## src/rtl/mca_pkg.sv

```systemverilog
`timescale 1ns / 1ps
// mca_pkg: widths, limits and shared types of the masked centroid accumulator.
// No dependencies; used by every module of the block.
package mca_pkg;

    localparam int MAX_FRAMES    = 64;
    localparam int FRAME_BITS    = $clog2(MAX_FRAMES);
    localparam int FCNT_BITS     = $clog2(MAX_FRAMES + 1);
    localparam int COORD_BITS    = 10;
    localparam int SAMPLE_BITS   = 16;
    localparam int WSUM_BITS     = 47;
    localparam int MOM_BITS      = 57;
    localparam int PROD_BITS     = COORD_BITS + 1 + SAMPLE_BITS;
    localparam int VOL_BITS      = 32;
    localparam int MASS_BITS     = 64;
    localparam int MASS_SPLIT    = 24;
    localparam int MASS_PBITS    = VOL_BITS + WSUM_BITS;
    localparam int CENT_BITS     = 24;
    localparam int CENT_FRAC     = 8;
    localparam int DIV_LOW       = CENT_BITS - CENT_FRAC;
    localparam int DIV_CNT_BITS  = $clog2(CENT_BITS + 1);
    localparam int CFG_IDX_BITS  = 2;
    localparam int CFG_DATA_BITS = 32;

    // configuration register indexes
    localparam logic [CFG_IDX_BITS-1:0] CFG_BINARY_MODE  = 2'd0;
    localparam logic [CFG_IDX_BITS-1:0] CFG_VOXEL_VOLUME = 2'd1;
    localparam logic [CFG_IDX_BITS-1:0] CFG_FRAME_COUNT  = 2'd2;

    localparam logic [CENT_BITS-1:0] CENT_POS_LIM = {1'b0, {(CENT_BITS-1){1'b1}}};
    localparam logic [CENT_BITS-1:0] CENT_NEG_LIM = {1'b1, {(CENT_BITS-1){1'b0}}};
    localparam logic [MASS_BITS-1:0] MASS_POS_LIM = {1'b0, {(MASS_BITS-1){1'b1}}};
    localparam logic [MASS_BITS-1:0] MASS_NEG_LIM = {1'b1, {(MASS_BITS-1){1'b0}}};

    // one store entry: value sum and three coordinate moments
    typedef struct packed {
        logic [WSUM_BITS-1:0] wsum;
        logic [MOM_BITS-1:0]  mx;
        logic [MOM_BITS-1:0]  my;
        logic [MOM_BITS-1:0]  mz;
    } mca_entry_t;

    // request to the store: accumulate a beat or read an entry for draining
    typedef struct packed {
        logic                          acc;
        logic                          rd;
        logic [FRAME_BITS-1:0]         addr;
        logic signed [SAMPLE_BITS-1:0] val;
        logic [COORD_BITS-1:0]         x;
        logic [COORD_BITS-1:0]         y;
        logic [COORD_BITS-1:0]         z;
    } mca_req_t;

endpackage

```

## src/rtl/mca_mass.sv

```systemverilog
`timescale 1ns / 1ps
// mca_mass: voxel volume times value sum in two partial products, then
// saturation to signed 64 bits. Depends on mca_pkg.
module mca_mass
(
    input  logic                           clk,
    input  logic                           rst_n,
    input  logic                           start,
    input  logic [mca_pkg::VOL_BITS-1:0]   volume,
    input  logic [mca_pkg::WSUM_BITS-1:0]  mag,
    input  logic                           neg,
    output logic                           done,
    output logic [mca_pkg::MASS_BITS-1:0]  mass
);

    localparam int LO_BITS = mca_pkg::VOL_BITS + mca_pkg::MASS_SPLIT;
    localparam int HI_BITS = mca_pkg::VOL_BITS + mca_pkg::WSUM_BITS - mca_pkg::MASS_SPLIT;

    typedef enum logic [1:0] {PH_LO, PH_HI, PH_SUM} phase_t;

    phase_t                           phase_reg;
    logic                             busy_reg;
    logic                             done_reg;
    logic [mca_pkg::VOL_BITS-1:0]     vol_reg;
    logic [mca_pkg::WSUM_BITS-1:0]    mag_reg;
    logic                             neg_reg;
    logic [LO_BITS-1:0]               plo_reg;
    logic [HI_BITS-1:0]               phi_reg;
    logic [mca_pkg::MASS_PBITS-1:0]   prod_reg;

    logic                            ovf;
    logic [mca_pkg::MASS_BITS-1:0]   mag_sat;

    always_comb
    begin
        if (neg_reg)
            ovf = (|prod_reg[mca_pkg::MASS_PBITS-1:mca_pkg::MASS_BITS])
                  || (prod_reg[mca_pkg::MASS_BITS-1]
                      && (|prod_reg[mca_pkg::MASS_BITS-2:0]));
        else
            ovf = |prod_reg[mca_pkg::MASS_PBITS-1:mca_pkg::MASS_BITS-1];
        if (ovf)
            mag_sat = neg_reg ? mca_pkg::MASS_NEG_LIM : mca_pkg::MASS_POS_LIM;
        else
            mag_sat = prod_reg[mca_pkg::MASS_BITS-1:0];
    end

    assign mass = neg_reg ? (~mag_sat + mca_pkg::MASS_BITS'(1)) : mag_sat;
    assign done = done_reg;

    always_ff @(posedge clk)
    begin
        if (start)
        begin
            vol_reg <= volume;
            mag_reg <= mag;
            neg_reg <= neg;
        end
        else if (busy_reg)
        begin
            unique case (phase_reg)
                PH_LO:
                    plo_reg <= vol_reg * mag_reg[mca_pkg::MASS_SPLIT-1:0];
                PH_HI:
                    phi_reg <= vol_reg * mag_reg[mca_pkg::WSUM_BITS-1:mca_pkg::MASS_SPLIT];
                PH_SUM:
                    prod_reg <= {{(mca_pkg::MASS_PBITS-LO_BITS){1'b0}}, plo_reg}
                                + {phi_reg, {mca_pkg::MASS_SPLIT{1'b0}}};
                default:
                    prod_reg <= prod_reg;
            endcase
        end
    end

    always_ff @(posedge clk or negedge rst_n)
    begin
        if (!rst_n)
        begin
            phase_reg <= PH_LO;
            busy_reg  <= 1'b0;
            done_reg  <= 1'b0;
        end
        else if (start)
        begin
            phase_reg <= PH_LO;
            busy_reg  <= 1'b1;
            done_reg  <= 1'b0;
        end
        else if (busy_reg)
        begin
            unique case (phase_reg)
                PH_LO:
                    phase_reg <= PH_HI;
                PH_HI:
                    phase_reg <= PH_SUM;
                PH_SUM:
                begin
                    busy_reg <= 1'b0;
                    done_reg <= 1'b1;
                end
                default:
                    phase_reg <= PH_LO;
            endcase
        end
    end

endmodule

```

## config.mk

```make
export PLATFORM = sky130hd
export DESIGN_NAME = mca_mass
export DESIGN_NICKNAME = d
export VERILOG_FILES = /design/src/rtl/mca_pkg.sv /design/src/rtl/mca_mass.sv
export SDC_FILE = /design/constraint.sdc
export NUM_CORES = 2
export LEC_CHECK = 0
export BUFFER_PORTS_ARGS = -buffer_cell sky130_fd_sc_hd__buf_4
export CORE_ASPECT_RATIO = 0.7
export CORE_MARGIN = 2
export CORE_UTILIZATION = 25
export CTS_CLUSTER_SIZE = 40
export DETAILED_ROUTE_END_ITERATION = 10
export GPL_TIMING_DRIVEN = 0
export PLACE_DENSITY = 0.46
export SLEW_MARGIN = 20
export SYNTH_ARGS = -nofsm -noshare
export SYNTH_HDL_FRONTEND = slang
export SYNTH_SLANG_ARGS = --single-unit
```

## constraint.sdc

```tcl
create_clock -name clk -period 21.5 [get_ports clk]
set_clock_uncertainty 0.2 [all_clocks]
set_input_delay 2.15 -clock clk [delete_from_list [all_inputs] [get_ports clk]]
set_output_delay 2.15 -clock clk [all_outputs]
set_load 0.01 [all_outputs]
```

* Word-level counts from Yosys, hierarchy flattened
Index checks and enable logic that the tools add are counted.
** Cells by class
- $mul :: 2
- Bitwise logic cells :: 2
- Reductions and logical operators :: 13
- Add/subtract/negate cells :: 2
- Muxes and demuxes :: 13
- Eq/ne operators :: 3
** Operators with widths (number)
- 2-to-1 mux 64 bit :: 3
- adder 56 x 79 -> 79 bit :: 1
- adder 64 x 1 -> 64 bit (second input constant) :: 1
- inverter 64 bit :: 1
- OR reduction 63 bit :: 1
- multiplier 32 x 24 -> 56 bit :: 1
- multiplier 32 x 23 -> 55 bit :: 1
- OR reduction 16 bit :: 1
- OR reduction 15 bit :: 1
- AND reduction 3 bit :: 3
- 2-to-1 mux 1 bit :: 7
- case mux 2 bit (3 select lines) :: 1
- 2-to-1 mux 2 bit :: 2
- AND reduction 2 bit :: 2
- nonzero test 2 bit :: 2
- == test 2 x 1 -> 1 bit (second input constant) :: 1
- == test 2 bit (second input constant) :: 1
- logical NOT 2 bit :: 1
- inequality test 2 bit (second input constant) :: 1
- logical AND 1 bit :: 1
- logical OR 1 bit :: 1
- inverter 1 bit :: 1
** Word-level totals
- Input bits :: 83
- Output and inout bits :: 65
- Register bits :: 274
- Logic and storage cells :: 44

* Longest topological paths before layout
- Depth after elaboration :: 8
- Gate-level depth with buffers :: 29
- Gate-level depth less buffers :: 26

* Worst setup path before layout
No wires, ideal clock.
- Kind :: reg2out
- Start :: reg prod_reg[54] in the netlist's numbering
- End :: out mass[52] in the netlist's numbering
- Slack :: 13.676 ns
- Stages on the path, launching flop included :: 19
- Buffers on the path :: 3
- Data required time :: 19.150 ns
- Data arrival time :: 5.474 ns
- Cells stage by stage :: edfxtp_1 -> or3_4 -> or4_4 -> or3_1 -> o41a_1 -> nor2_1 -> buf_2 -> buf_2 -> nor2_1 -> a21oi_1 -> ha_1 -> clkbuf_1 -> or4b_1 -> or3_4 -> or3_4 -> or4_1 -> o211ai_1 -> o21ai_0 -> a22oi_1
** Between the ends
- Cells in the longest elaborated chain, start to end :: 8
** Ends and longest elaborated chain
- start, declared :: RTL line mca_mass.sv:29 : logic [mca_pkg::MASS_PBITS-1:0] prod_reg;
- start signal, assigned :: RTL line mca_mass.sv:67 : prod_reg <= {{(mca_pkg::MASS_PBITS-LO_BITS){1'b0}}, plo_reg}
- start signal, assigned :: RTL line mca_mass.sv:70 : prod_reg <= prod_reg;
- OR reduction 63 bit (*) :: RTL line mca_mass.sv:39 : && (|prod_reg[mca_pkg::MASS_BITS-2:0]));
- logical AND 1 bit (*) :: RTL line mca_mass.sv:39
- logical OR 1 bit (*) :: RTL line mca_mass.sv:38 : || (prod_reg[mca_pkg::MASS_BITS-1]
- 2-to-1 mux 1 bit (*) :: RTL line mca_mass.sv:36 : if (neg_reg)
- 2-to-1 mux 64 bit (*) :: RTL line mca_mass.sv:42 : if (ovf)
- inverter 64 bit :: RTL line mca_mass.sv:48 : assign mass = neg_reg ? (~mag_sat + mca_pkg::MASS_BITS'(1)) : mag_sat;
- adder 64 x 1 -> 64 bit :: RTL line mca_mass.sv:48
- 2-to-1 mux 64 bit (*) :: RTL line mca_mass.sv:48
- end, declared :: RTL line mca_mass.sv:13 : output logic [mca_pkg::MASS_BITS-1:0] mass
Mark *: on every way between the ends. The rest lies on a longest branch, timed or not.

* Worst setup path after layout
- Start :: reg vol_reg[23] in the netlist's numbering
- End :: reg phi_reg[53] (data pin)
** Between the ends
- Cells in the longest elaborated chain, start to end :: 1
** Ends and longest elaborated chain
- start, declared :: RTL line mca_mass.sv:24 : logic [mca_pkg::VOL_BITS-1:0] vol_reg;
- start signal, assigned :: RTL line mca_mass.sv:55 : vol_reg <= volume;
- multiplier 32 x 23 -> 55 bit :: RTL line mca_mass.sv:65 : phi_reg <= vol_reg * mag_reg[mca_pkg::WSUM_BITS-1:mca_pkg::MASS_SPLIT];
- end signal, assigned :: RTL line mca_mass.sv:65
- end, declared :: RTL line mca_mass.sv:28 : logic [HI_BITS-1:0] phi_reg;
Every way passes these cells.
A chain may end at the register's enable or synchronous reset.

==> run summary <==
max cap viols -> 0
Final ANT Viol Nets -> 0
clock sink total -> 274
Worst-Margin Slew -> 1260 ps
# rows -> 151
setup violators final -> 0
synth unique cells -> 75
post-layout utilization of the core -> 27.9%
RSZ-0062 raised after global routing -> false
CTS resizes -> 0
wire length on met2 -> 101000 µm
Post-synth ARST share -> 1.46%
DP HPWL -> 225000 µm
initial antenna violation count -> 64
global-route wire length before repair -> 368000 µm
fillcell total -> 25900
share of the synthesized area in the top cell type -> 42.3%
synthesized area per cell -> 9.32 µm²
First-pass DRT Iterations -> 6
cell repeated most along the worst path -> fa_1
Final WS setup -> 10490 ps
Die H -> 417 µm
fin cells -> 9994
Pins Over Slew Limit -> 0
R2R depth -> 25
register area -> 8210 µm²
cts hold-fix bufs -> 0
io pins -> 148
drt via density -> 4.81
chip width -> 594 µm
max layer used -> met5
metal1 wirelength -> 125000 µm
effective utilization at floorplan -> 25.2%
final period utilization -> 51.2%
Seq/Total Area, Yosys -> 13.5%
initial drt markers -> 5184
Post-Synthesis Cell Area -> 60900 µm²
routability-driven placement congestion ratio -> 0.961
Min-Delay Endpoint -> prod_reg[9]
Largest stage delay, worst path -> 990 ps
RR Startpoint -> vol_reg[23]
CTS tree -> yes
largest net degree at the start of global routing -> 55
Synth Net Count -> 8299
ys flop type -> edfxtp_1
Synth Instances -> 6534
fmax -> 90.8 MHz
total core area -> 242000 µm²
Hold Path Cell Cnt -> 0
die area -> 248000 µm²
leading area contributor after synthesis -> fa_1
final global-route overflow total -> 0
post-layout min period -> 11010 ps
Nets -> 8505
DP Cell Count -> 9917
CTS Buf Count -> 31
Root Buffer -> clkbuf_16
number of flip-flops in the largest register -> 79
Post-synth EDFFs -> 270
final hold vios -> 0
vias in the first global route -> 48100
crit path launch type -> flop
wirelength, routed -> 262000 µm
# port buffers -> 147
setup slack after placement -> 10720 ps
Synth area leaders -> fa_1, edfxtp_1, inv_1, ha_1, and2_1
postcts setup bufs -> 0
relative slew slack -> 15.8%
clk slew on worst S/H paths -> 70 ps
DR WL met3 -> 31200 µm
H-tree levels -> 1
status -> finished clean
layout cell share with drive strength beyond 1 -> 4.51%
Critical Setup Path Class -> reg -> reg
area grow syn2layout -> 10.8%
worst reg2reg path endpoint -> phi_reg[53]
CP endpoint kind -> flop
most instantiated cells after synthesis -> inv_1, fa_1, nand2_1, and2_1, ha_1
setup tns final -> 0 ps
Hold Startpoint -> plo_reg[9]
Worst EP arrival -> 11220 ps
CP required -> 21710 ps
worst-path maximum fanout -> 10
Synth Warn # -> 0
final routed DRC violation total -> 0
register-to-register setup slack -> 10490 ps
per-cell routed wire length -> 26.2 µm
clk_lat worst skew -> 690 ps
highest-delay cell along the critical path -> a211oi_2
area of the multi-input gates -> 46100 µm²
vias -> 48000
Max clock buf depth -> 3
most common cell in the netlist -> inv_1
Tot GR Track Use -> 21.0%
Hold/Removal Path Class -> reg -> reg
synthesized flop and latch total -> 274
==> cells in the final DEF (no fill, tap or decap), types with 14 or more instances in the layout <==
cell type | synthesis | final
ha_1 | 396 | 396
nand4_1 | 25 | 25
o21ai_0 | 102 | 102
xnor2_1 | 100 | 100
o31ai_1 | 18 | 17
clkbuf_2 | 1 | 40
fa_1 | 1286 | 1286
diode_2 | 0 | 16
nor3_1 | 48 | 47
o22ai_1 | 20 | 20
or3_1 | 16 | 16
nand3_1 | 52 | 52
nand2_1 | 935 | 935
edfxtp_1 | 270 | 270
buf_1 | 25 | 25
inv_1 | 1384 | 1384
and2_1 | 694 | 694
nor2_1 | 179 | 178
a21oi_1 | 187 | 187
xor2_1 | 48 | 48
a31oi_1 | 31 | 31
a21o_1 | 65 | 65
o21bai_1 | 24 | 24
o21a_1 | 25 | 25
clkbuf_16 | 0 | 31
nand2b_1 | 16 | 16
nor2b_1 | 18 | 18
clkbuf_1 | 326 | 289
buf_4 | 0 | 158
a211oi_1 | 21 | 19
and3_1 | 18 | 18
o211ai_1 | 14 | 14
==> final cells by class <==
class / count / area share (%)
diodes: 16 / 0.0594
flip-flops and latches: 274 / 12.2
clock buffers: 33 / 1.16
plain buffers: 362 / 2.12
clock inverters: 25 / 0.327
repair buffers: 173 / 2.10
inverters: 1384 / 7.70
multi-input cells: 4514 / 68.4
well taps: 3213 / 5.96
==> kinds of logic after synthesis <==
| group | share of synthesized area (%) |
|---|---|
| and+or+nand+nor | 16.6 |
| AOI/OAI and AO/OA | 6.41 |
| adders and majority gates | 50.4 |
| xor gates and xnor gates | 2.13 |
| buffers and inverters | 10.8 |
| DFF | 13.5 |
| muxes | 0.115 |
==> per-layer routing <==
metal / track usage, % / vias to the layer above
met5: 0 / -
met4: 2.82 / 2
met3: 6.60 / 156
met2: 28.0 / 2244
met1: 32.9 / 25400
li1: - / 20300
==> worst max-delay path, delay by kind of cell (launching register included) <==
| kind | cells | cell delay [ps] |
|---|---|---|
| flops | 1 | 430 |
| xor+xnor | 1 | 160 |
| buf+inv | 6 | 2360 |
| fa+ha+maj | 8 | 3970 |
| compound gates | 6 | 2220 |
| simple gates | 4 | 1360 |
==> how the worst max path moves through the flow <==
stage / from / to / slack, ps / depth (start not counted)
floorplan: prod_reg[54] / mass[52] / 13680 / 18
global placement: vol_reg[14] / phi_reg[53] / 10260 / 25
detailed placement: vol_reg[10] / plo_reg[49] / 10720 / 26
CTS: vol_reg[10] / plo_reg[49] / 10660 / 26
global route: prod_reg[2] / mass[54] / 10130 / 21
finish: vol_reg[23] / phi_reg[53] / 10490 / 25
==> stage by stage <==
step	hold slack [ps]	instance area, µm²
floorplan	200	60900
global placement	208	66000
detailed placement	205	66300
CTS	221	67300
global route	230	67400
finish	219	67400
Power is not shown: default switching activity piles up to over one toggle a cycle in this logic, so the estimate is an artifact.
