[config.mk]
export PLATFORM = sky130hd
export DESIGN_NAME = mca_div
export DESIGN_NICKNAME = d
export VERILOG_FILES = /design/src/rtl/mca_pkg.sv /design/src/rtl/mca_div.sv
export SDC_FILE = /design/constraint.sdc
export NUM_CORES = 1
export LEC_CHECK = 0
export ABC_AREA = 1
export BUFFER_PORTS_ARGS = -buffer_cell sky130_fd_sc_hd__buf_4
export CORE_MARGIN = 4
export CORE_UTILIZATION = 55
export CTS_CLUSTER_SIZE = 10
export DETAILED_ROUTE_END_ITERATION = 6
export HOLD_SLACK_MARGIN = 0.05
export PLACE_DENSITY = 0.79
export SLEW_MARGIN = 10
export SYNTH_ARGS = -nofsm -noshare
export SYNTH_HDL_FRONTEND = slang
export SYNTH_SLANG_ARGS = --single-unit
[constraint.sdc]
create_clock -name clk -period 4.2 [get_ports clk]
set_input_delay 0.84 -clock clk [delete_from_list [all_inputs] [get_ports clk]]
set_output_delay 0.84 -clock clk [all_outputs]
set_load 0.02 [all_outputs]
[src/rtl/mca_pkg.sv]
`timescale 1ns / 1ps
// mca_pkg: widths, limits and shared types of the masked centroid accumulator.
// No dependencies; used by every module of the block.
package mca_pkg;

    localparam int MAX_FRAMES    = 64;
    localparam int FRAME_BITS    = $clog2(MAX_FRAMES);
    localparam int FCNT_BITS     = $clog2(MAX_FRAMES + 1);
    localparam int COORD_BITS    = 10;
    localparam int SAMPLE_BITS   = 16;
    localparam int WSUM_BITS     = 47;
    localparam int MOM_BITS      = 57;
    localparam int PROD_BITS     = COORD_BITS + 1 + SAMPLE_BITS;
    localparam int VOL_BITS      = 32;
    localparam int MASS_BITS     = 64;
    localparam int MASS_SPLIT    = 24;
    localparam int MASS_PBITS    = VOL_BITS + WSUM_BITS;
    localparam int CENT_BITS     = 24;
    localparam int CENT_FRAC     = 8;
    localparam int DIV_LOW       = CENT_BITS - CENT_FRAC;
    localparam int DIV_CNT_BITS  = $clog2(CENT_BITS + 1);
    localparam int CFG_IDX_BITS  = 2;
    localparam int CFG_DATA_BITS = 32;

    // configuration register indexes
    localparam logic [CFG_IDX_BITS-1:0] CFG_BINARY_MODE  = 2'd0;
    localparam logic [CFG_IDX_BITS-1:0] CFG_VOXEL_VOLUME = 2'd1;
    localparam logic [CFG_IDX_BITS-1:0] CFG_FRAME_COUNT  = 2'd2;

    localparam logic [CENT_BITS-1:0] CENT_POS_LIM = {1'b0, {(CENT_BITS-1){1'b1}}};
    localparam logic [CENT_BITS-1:0] CENT_NEG_LIM = {1'b1, {(CENT_BITS-1){1'b0}}};
    localparam logic [MASS_BITS-1:0] MASS_POS_LIM = {1'b0, {(MASS_BITS-1){1'b1}}};
    localparam logic [MASS_BITS-1:0] MASS_NEG_LIM = {1'b1, {(MASS_BITS-1){1'b0}}};

    // one store entry: value sum and three coordinate moments
    typedef struct packed {
        logic [WSUM_BITS-1:0] wsum;
        logic [MOM_BITS-1:0]  mx;
        logic [MOM_BITS-1:0]  my;
        logic [MOM_BITS-1:0]  mz;
    } mca_entry_t;

    // request to the store: accumulate a beat or read an entry for draining
    typedef struct packed {
        logic                          acc;
        logic                          rd;
        logic [FRAME_BITS-1:0]         addr;
        logic signed [SAMPLE_BITS-1:0] val;
        logic [COORD_BITS-1:0]         x;
        logic [COORD_BITS-1:0]         y;
        logic [COORD_BITS-1:0]         z;
    } mca_req_t;

endpackage

[src/rtl/mca_div.sv]
`timescale 1ns / 1ps
// mca_div: restoring divider, one quotient bit per cycle, for a saturated
// signed Q15.8 centroid coordinate. Depends on mca_pkg.
module mca_div
(
    input  logic                              clk,
    input  logic                              rst_n,
    input  logic                              start,
    input  logic [mca_pkg::MOM_BITS-1:0]      num,
    input  logic [mca_pkg::WSUM_BITS-1:0]     den,
    input  logic                              neg,
    output logic                              done,
    output logic [mca_pkg::CENT_BITS-1:0]     quotient
);

    localparam int HI_BITS = mca_pkg::MOM_BITS - mca_pkg::DIV_LOW;

    logic                              busy_reg;
    logic                              done_reg;
    logic [mca_pkg::DIV_CNT_BITS-1:0]  cnt_reg;
    logic [mca_pkg::WSUM_BITS-1:0]     rem_reg;
    logic [mca_pkg::WSUM_BITS-1:0]     den_reg;
    logic [mca_pkg::CENT_BITS-1:0]     quo_reg;
    logic [mca_pkg::CENT_BITS-1:0]     shf_reg;
    logic                              neg_reg;
    logic                              ovf_reg;

    logic [mca_pkg::WSUM_BITS-1:0] num_hi;
    logic [mca_pkg::WSUM_BITS:0]   trial;
    logic [mca_pkg::WSUM_BITS:0]   diff;
    logic                          fits;
    logic [mca_pkg::CENT_BITS-1:0] lim;
    logic [mca_pkg::CENT_BITS-1:0] raw;

    // numerator is scaled by 2^8; the part above the quotient width
    // already at or over the divisor means the quotient does not fit
    assign num_hi = {{(mca_pkg::WSUM_BITS-HI_BITS){1'b0}},
                     num[mca_pkg::MOM_BITS-1:mca_pkg::DIV_LOW]};

    assign trial = {rem_reg, shf_reg[mca_pkg::CENT_BITS-1]};
    assign diff  = trial - {1'b0, den_reg};
    assign fits  = (trial >= {1'b0, den_reg});

    assign lim = neg_reg ? mca_pkg::CENT_NEG_LIM : mca_pkg::CENT_POS_LIM;
    assign raw = (ovf_reg || (quo_reg > lim)) ? lim : quo_reg;
    assign quotient = neg_reg ? (~raw + mca_pkg::CENT_BITS'(1)) : raw;
    assign done = done_reg;

    always_ff @(posedge clk)
    begin
        if (start)
        begin
            rem_reg <= num_hi;
            den_reg <= den;
            shf_reg <= {num[mca_pkg::DIV_LOW-1:0], {mca_pkg::CENT_FRAC{1'b0}}};
            quo_reg <= '0;
            neg_reg <= neg;
            ovf_reg <= (num_hi >= den);
        end
        else if (busy_reg)
        begin
            rem_reg <= fits ? diff[mca_pkg::WSUM_BITS-1:0] : trial[mca_pkg::WSUM_BITS-1:0];
            quo_reg <= {quo_reg[mca_pkg::CENT_BITS-2:0], fits};
            shf_reg <= {shf_reg[mca_pkg::CENT_BITS-2:0], 1'b0};
        end
    end

    always_ff @(posedge clk or negedge rst_n)
    begin
        if (!rst_n)
        begin
            busy_reg <= 1'b0;
            done_reg <= 1'b0;
            cnt_reg  <= '0;
        end
        else if (start)
        begin
            busy_reg <= 1'b1;
            done_reg <= 1'b0;
            cnt_reg  <= mca_pkg::DIV_CNT_BITS'(mca_pkg::CENT_BITS);
        end
        else if (busy_reg)
        begin
            cnt_reg <= cnt_reg - mca_pkg::DIV_CNT_BITS'(1);
            if (cnt_reg == mca_pkg::DIV_CNT_BITS'(1))
            begin
                busy_reg <= 1'b0;
                done_reg <= 1'b1;
            end
        end
    end

endmodule

# After elaboration in Yosys (flattened, before gate mapping)
# Cells that the tools add are included.
# totals
inputBits,108
output_inout_bits,25
ff_bits,143
# classes
addsub,3
eq_ne,1
n_lt_le_gt_ge,3
bitwise_logic,1
reduce_logical,4
mux,16
# op_table
cell,count
$mux W24,5
$mux W41,2
$ge A48 B47 Y1,1
$ge A41 B47 Y1,1
$mux W47,1
$sub A47 B47 Y47,1
$add A24 B1 Y24 const B,1
$gt A24 B24 Y1,1
$not A24 Y24,1
$mux W5,2
$mux W1,6
$eq A5 B1 Y1 const B,1
$sub A5 B1 Y5 const B,1
$reduce_bool A2 Y1,2
$reduce_and A2 Y1,1
$logic_or A1 B1 Y1,1

# Longest topological paths before layout
# Gate-level depths: netlist (run 1).
# depth
ltp_word,7
ltp_mapped,28
depth_no_buf,26

# Least setup slack after synthesis (run 1)
# OpenSTA, ideal clock, no wires.
# synth_path
path_kind,reg2out
startpoint,register neg_reg
endpoint,output quotient[14] (netlist name)
path_slack_ns,-0.723
t_required_ns,3.360
path_stages_with_launch,23
t_arrival_ns,4.083
cell_sequence,edfxtp_1 -> clkinv_1 -> ha_1 -> nand2_1 -> nor2_1 -> nand2_1 -> nor2_2 -> nand3_2 -> nand2_4 -> nand2_4 -> nand2_4 -> buf_6 -> buf_2 -> o21ai_0 -> inv_1 -> ha_1 -> nand3_2 -> nor2_4 -> nand3_2 -> nand2_2 -> buf_6 -> nand2_1 -> o21ai_1
# synth_between
elab_chain_cells,7
# synth_rtl
element,line_no,text
from (decl),mca_div.sv:25,logic neg_reg;
from (signal assigned),mca_div.sv:57,neg_reg <= neg;
$mux W24,mca_div.sv:44,assign lim = neg_reg ? mca_pkg::CENT_NEG_LIM : mca_pkg::CENT_POS_LIM;
$gt A24 B24 Y1,mca_div.sv:45,assign raw = (ovf_reg || (quo_reg > lim)) ? lim : quo_reg;
$logic_or A1 B1 Y1,mca_div.sv:45,
$mux W24,mca_div.sv:45,
$not A24 Y24,mca_div.sv:46,assign quotient = neg_reg ? (~raw + mca_pkg::CENT_BITS'(1)) : raw;
$add A24 B1 Y24,mca_div.sv:46,
$mux W24 *,mca_div.sv:46,
to (decl),mca_div.sv:13,output logic [mca_pkg::CENT_BITS-1:0] quotient
# Mark *: on every way between the ends. The rest lies on a longest branch, timed or not.

# Worst setup path after layout (run 1)
# layout_path
startpoint,register neg_reg
endpoint,output quotient[18] (netlist name)
# Same word-level chain as after synthesis.

==> impl_metrics.yaml, run 1 <==
run_status:
  outcome: "finished with violations"
  violations: "DRC, setup timing"
timing:
  fmax_mhz: 218.7
  setup_viol: 22
  layout_worst_path_cycle_share_pct: 108.9
  whs_ns: 0.2187
  hold_viol_final: 0
  fin_ws_ns: -0.3733
  slew_headroom_pct: 32.15
  fin_skew_ns: 0.01349
  rsz0062_at_grt: "true"
  timing.final.crit_period_ns: 4.573
  report.final.slew_viol_count: 0
  worst_pin_slew_ns: 1.008
clock_tree:
  clk_latency_ns: 0.42
  cts_sinks: 143
  cts-root-buf: "clkbuf_16"
  clk_pin_slew_ns: 0.06
  cts.path.max_buffers: 2
  cts_buffers: 17
  htree_num_levels: 4
  cts_tree: "yes"
yosys:
  ys_ff_latch: 143
  avgSynthCellArea_um2: 7.421
  async_flop_share_pct: 4.895
  synth_edf_count: 106
  syn_area_um2: 11760
  synth_cell_types: 53
  synth_cells: 1585
  ys.flop_type: "edfxtp_1"
  yosys.area.top_type_share_pct: 27.06
  synth_nets: 1809
  ys_warn_count: 0
  synth_top_area_cell: "edfxtp_1"
  seq_area_frac_synth_pct: 33.66
  synthTopCellsByArea: "edfxtp_1 (27%), ha_1 (12%), nand2_1 (12%)"
worst_hold_path:
  hold_class: "input port to async pin"
place:
  gp_congestion: 1.005
  hpwlAfterDp_um: 25290
  port_buffers: 132
drt:
  drc: 3
  drt_iter0_drc: 1159
  post_drt_wl_per_cell_um: 17.77
  ant_nets: 0
  routed_wl_um: 35990
  vias: 11650
  firstDrtPassIters: 7
  drt-vias-per-instance: 5.754
floorplanning:
  design.die.area_um2: 23790
  fp.coreArea_um2: 21020
  num_io_pins: 133
  start_util_pct: 55.96
  fp.dieH_um: 154.2
  die_w_um: 154.2
  rows: 53
global_route:
  grt_pass1_vias: 11010
  use_met3_pct: 4.309
  grt-busiest-layer: "met2"
  grt_pass1_wl_um: 54120
  grt_max_degree: 140
  grt_usage_pct: 27.85
  use_met1_pct: 38.23
  met2_usage_pct: 44.65
  grt.overflow.total: 0
  antenna_found_initial: 0
setup_path:
  crit_path_end_kind: "primary output"
  rrSetupSlack_ns: 0.83
  worstPathArrival_ns: 3.73
  required_ns: 3.36
  cp-start-kind: "flop"
  reg2reg_depth: 13
  worstReg2RegStart: "shf_reg[23]$_DFFE_PP_"
  timing.rr.end: "rem_reg[5]$_DFFE_PP_"
  critPathKind: "flop to primary output"
  cp_max_fo: 6
power:
  p_leak_nw: 6.853
  p_seq_share_pct: 27.2
  p_total_mw: 7.293
  ir_drop_uv: 280.0
  p_per_area_nw_per_um2: 500.9
  internal_power_mw: 4.045
  p_switching_mw: 3.247
  clkPwrFrac_pct: 20.0
  power_frac_comb_pct: 52.9
  swShare_pct: 44.53
finish:
  layout-drive-gt1-share_pct: 19.14
  n_antenna_cell: 0
  fillers: 1701
  finalNetCount: 1961
  syn_to_final_growth_pct: 23.77
flow_run:
  max_cap_viol_count: 0
## repair_timing
item	4_1_cts	5_1_grt
hold buffers	0	0
buffers inserted	13	8
endpoints found under the hold margin	0	0
setup endpoints to repair	19	23
pin swaps	23	21
gates resized for setup	54	74
gates cloned	6	0
## worst max-delay path by stage
stage	endpoint	slack (ns)	startpoint
2_1_floorplan	quotient[14]	0.02	neg_reg$_DFFE_PP_
3_3_place_gp	quotient[14]	0.34	neg_reg$_DFFE_PP_
3_5_place_dp	quotient[14]	0.23	neg_reg$_DFFE_PP_
4_1_cts	quotient[18]	0.0008	neg_reg$_DFFE_PP_
5_1_grt	quotient[20]	-0.50	neg_reg$_DFFE_PP_
6_report	quotient[18]	-0.37	neg_reg$_DFFE_PP_
## cells in the final DEF, fill, tap and decap left out, types with 18 or more instances in the layout
| cell type | count |
|---|---|
| o21ai_0 | 87 |
| o22ai_1 | 24 |
| nor2_1 | 121 |
| nand2_2 | 18 |
| o21ai_1 | 45 |
| edfxtp_1 | 106 |
| a21oi_1 | 92 |
| buf_4 | 144 |
| nand4_1 | 18 |
| nand3_4 | 21 |
| nand2_1 | 351 |
| a31oi_1 | 18 |
| nand3_1 | 65 |
| inv_1 | 253 |
| dfxtp_1 | 30 |
| ha_4 | 19 |
| ha_1 | 96 |
## worst max-delay path, stage by stage (launching register included)
cell and delay [ns]:
edfxtp_1 0.43, buf_6 0.17, buf_6 0.13, buf_16 0.13
ha_4 0.15, a21oi_2 0.16, nor2_1 0.08, nor2_1 0.18
nand2_1 0.11, nand2_1 0.11, nand3_2 0.11, nand2_4 0.16
nand2_8 0.09, nand2_8 0.12, o21ai_4 0.07, inv_2 0.08
ha_4 0.17, nand3_4 0.09, nor2_4 0.17, nand3_4 0.14
nand2_8 0.11, nand3_2 0.06, nand2_1 0.07, nand2_1 0.05
inv_1 0.06, buf_6 0.11
## power groups by stage
stage,combinational (mW),clock (mW),sequential (mW)
after floorplan,2.67,0,1.96
after global placement,3.51,0,1.99
after detailed placement,3.58,0,2.00
after CTS,3.68,1.48,1.98
after global routing,4.29,1.53,2.01
final,3.85,1.46,1.98
## Yosys cell counts, types with 9 or more instances
library cell	instances
a21oi_1	93
nor3_1	12
nand2_1	367
o22ai_1	24
nand3_2	17
nor2_1	129
ha_1	115
clkbuf_1	20
a21o_1	12
xnor2_1	14
a31oi_1	19
nand3_1	78
o21ai_1	44
nor4_1	9
nand4_1	18
o21ai_0	91
inv_1	261
dfxtp_1	30
o211ai_1	13
xor2_1	9
edfxtp_1	106
## layout make-up
| cell class | count | area, um^2 | share of cell area [%] |
|---|---|---|---|
| clock buffer | 18 | 429.2 | 2.948 |
| clock inverter | 14 | 132.6 | 0.9110 |
| inverter | 268 | 1021 | 7.013 |
| multi-input combinational | 1138 | 7177 | 49.30 |
| sequential | 143 | 3959 | 27.19 |
| tap | 275 | 344.1 | 2.363 |
| timing repair buffer | 169 | 1496 | 10.28 |
## per-stage QoR
stage / TNS [ns] / utilization (%) / std cells / instance area (um^2) / setup WS (ns)
3_5_place_dp: 0 / 62.01 / 1966 / 13040 / 0.2254
4_1_cts: 0 / 67.42 / 2017 / 14170 / 0.0007667
3_3_place_gp: 0 / 62.01 / 1966 / 13040 / 0.3383
6_report: -6.371 / 69.26 / 2025 / 14560 / -0.3733
2_1_floorplan: 0 / - / 1585 / 11820 / 0.02230
5_1_grt: -8.560 / 69.26 / 2025 / 14560 / -0.4962
## kinds of logic after synthesis
| kind of cell | Yosys count | share of synthesized area [%] |
|---|---|---|
| fa+ha+maj | 116 | 12.40 |
| compound gates | 329 | 15.98 |
| flops | 143 | 33.66 |
| simple gates | 669 | 25.73 |
| xor+xnor | 23 | 1.713 |
| buf+inv | 305 | 10.52 |
## per-layer routing
metal | wire length (um) | part of all wire, %
met4 | 1690 | 4.7
met2 | 16320 | 45
met1 | 15540 | 43
met5 | 0 | 0
met3 | 2436 | 6.8
Power figures use the tool's default switching activity.
==> run 2, diff against run 1 <==
- CORE_MARGIN: 4 -> default
==> run 2 against run 1 <==
Compared with the run above: non-clock buffer count down 9; largest cell class unchanged; die area down 7.6%; combinational power up 1%; core utilization down 1.2 points; worst hold slack worse by 0.024 ns; the flow finishes with violations (setup timing); maximum frequency up 2.5%; critical path depth up 1; design area down 1.7%.
==> impl_metrics.yaml, run 2 (same netlist as run 1, synthesis figures left out) <==
timing:
  report.final.slew_viol_count: 0
  worst_pin_slew_ns: 1.042
  setup_viol: 21
  layout_worst_path_cycle_share_pct: 106.2
  rsz0062_at_grt: "true"
  fmax_mhz: 224.2
  slew_headroom_pct: 29.89
  hold_viol_final: 0
  timing.final.crit_period_ns: 4.460
  fin_skew_ns: 0.01554
  fin_ws_ns: -0.2602
floorplanning:
  fp.dieH_um: 148.2
  num_io_pins: 133
  rows: 53
  design.die.area_um2: 21980
  fp.coreArea_um2: 21020
  die_w_um: 148.2
  start_util_pct: 55.96
drt:
  vias: 11460
  routed_wl_um: 34680
  drt-vias-per-instance: 5.689
  drc: 0
  firstDrtPassIters: 5
  post_drt_wl_per_cell_um: 17.21
  ant_nets: 0
  drt_iter0_drc: 807
finish:
  final_cell_mix: "nand2_1 (360), inv_1 (257), buf_4 (142), nor2_1 (123), edfxtp_1 (106)"
  stdcell_area_um2: 14310
  syn_to_final_growth_pct: 21.61
  final_common_cell: "nand2_1"
  seq_area_um2: 3959
  n_antenna_cell: 0
  fillers: 1762
  final_cell_count_no_fill: 2015
  multi_input_area_um2: 6955
  layout-drive-gt1-share_pct: 17.18
  finalNetCount: 1951
  fin_util_pct: 68.05
setup_path:
  rrSetupSlack_ns: 0.73
  slowest_delay_ns: 0.41
  timing.rr.end: "rem_reg[33]$_DFFE_PP_"
  cp_max_fo: 7
  crit_path_end_kind: "primary output"
  critPathLaunch: "neg_reg$_DFFE_PP_"
  cp-start-kind: "flop"
  cp_slowest_cell: "edfxtp_1"
  reg2reg_depth: 13
  path_delay_family: "simple AND/OR/NAND/NOR gates"
  required_ns: 3.36
  critical_path_buf_inv_count: 6
  worstReg2RegStart: "rem_reg[16]$_DFFE_PP_"
  cpMostUsedCell: "nand2_1"
  critPathKind: "flop to primary output"
  worstPathArrival_ns: 3.62
global_route:
  use_met3_pct: 5.828
  grt.overflow.total: 0
  use_met1_pct: 41.08
  met2_usage_pct: 51.71
  grt_max_degree: 116
  antenna_found_initial: 0
  grt-busiest-layer: "met2"
  grt_pass1_wl_um: 54130
  grt_usage_pct: 31.32
  grt_pass1_vias: 11150
power:
  p_leak_nw: 6.811
  p_per_area_nw_per_um2: 523.6
  p_total_mw: 7.490
  ir_drop_uv: 292.1
place:
  dpl_cell_area_um2: 13060
  port_buffers: 132
  dpl.cell_count: 1967
  hpwlAfterDp_um: 25230
  gp_congestion: 1.007
run_status:
  outcome: "finished with violations"
  violations: "setup timing"
clock_tree:
  cts_tree: "yes"
  clk_pin_slew_ns: 0.08
  cts-root-buf: "clkbuf_16"
  cts.path.max_buffers: 2
  clk_latency_ns: 0.44
  htree_num_levels: 4
  cts_hold_buf: 0
  cts_buffers: 17
  cts_sinks: 143
flow_run:
  max_cap_viol_count: 0
worst_hold_path:
  hold_class: "input port to async pin"
-- run 2: cell types whose count changed in the layout (fill, tap and decap cells not counted), moves of 4 or more --
cell	delta
inv_1	+4
clkinvlp_4	-5
inv_8	+7
buf_6	-7
nand2_1	+9
nand2_2	-7
nand3_1	+10
nand3_4	-10
-- run 2: report_power, final --
group	internal, mW	leakage, nW	total (mW)	switching (mW)
Sequential	1.83	1.42	1.98	0.148
Combinational	1.41	5.08	3.89	2.48
Clock	0.871	0.307	1.62	0.750
Total	4.11	6.81	7.49	3.38
-- run 2: routing by layer --
| metal | part of all wire [%] | wire length, um | up-vias |
|---|---|---|---|
| met5 | 0 | 0 | - |
| met4 | 3.1 | 1086 | 0 |
| met3 | 6.7 | 2310 | 80 |
| met2 | 46 | 16120 | 445 |
| met1 | 44 | 15160 | 5318 |
| li1 | - | - | 5621 |
-- run 2: per-stage QoR --
step	TNS, ns	hold slack, ns	setup WS, ns
2_1_floorplan	0	0.4459	0.02230
3_3_place_gp	0	0.4601	0.2348
3_5_place_dp	0	0.4670	0.1263
4_1_cts	-0.07922	0.1921	-0.02322
5_1_grt	-5.767	0.1915	-0.3988
6_report	-3.367	0.1944	-0.2602
-- run 2: layout make-up --
class / instances / area share [%]
sequential: 143 / 27.67
timing repair buffer: 160 / 9.805
inverter: 268 / 7.120
clock buffer: 17 / 2.974
clock inverter: 15 / 1.399
tap: 275 / 2.405
multi-input combinational: 1137 / 48.62
-- run 2: worst max-delay path by stage --
stage                         endpoint  slack, ns  depth (start not counted)
after detailed placement  quotient[14]       0.13                         21
after CTS                 quotient[22]      -0.02                         27
after floorplan           quotient[14]       0.02                         22
final                     quotient[18]      -0.26                         26
after global placement    quotient[14]       0.23                         21
after global routing      quotient[18]      -0.40                         26
-- run 2: repair_timing --
item                                    in CTS  in global routing
gates resized for setup                     37                 31
cloned                                       5                  0
endpoints found under the setup margin      18                 21
pin swaps                                   17                 18
buffers inserted                             9                  2
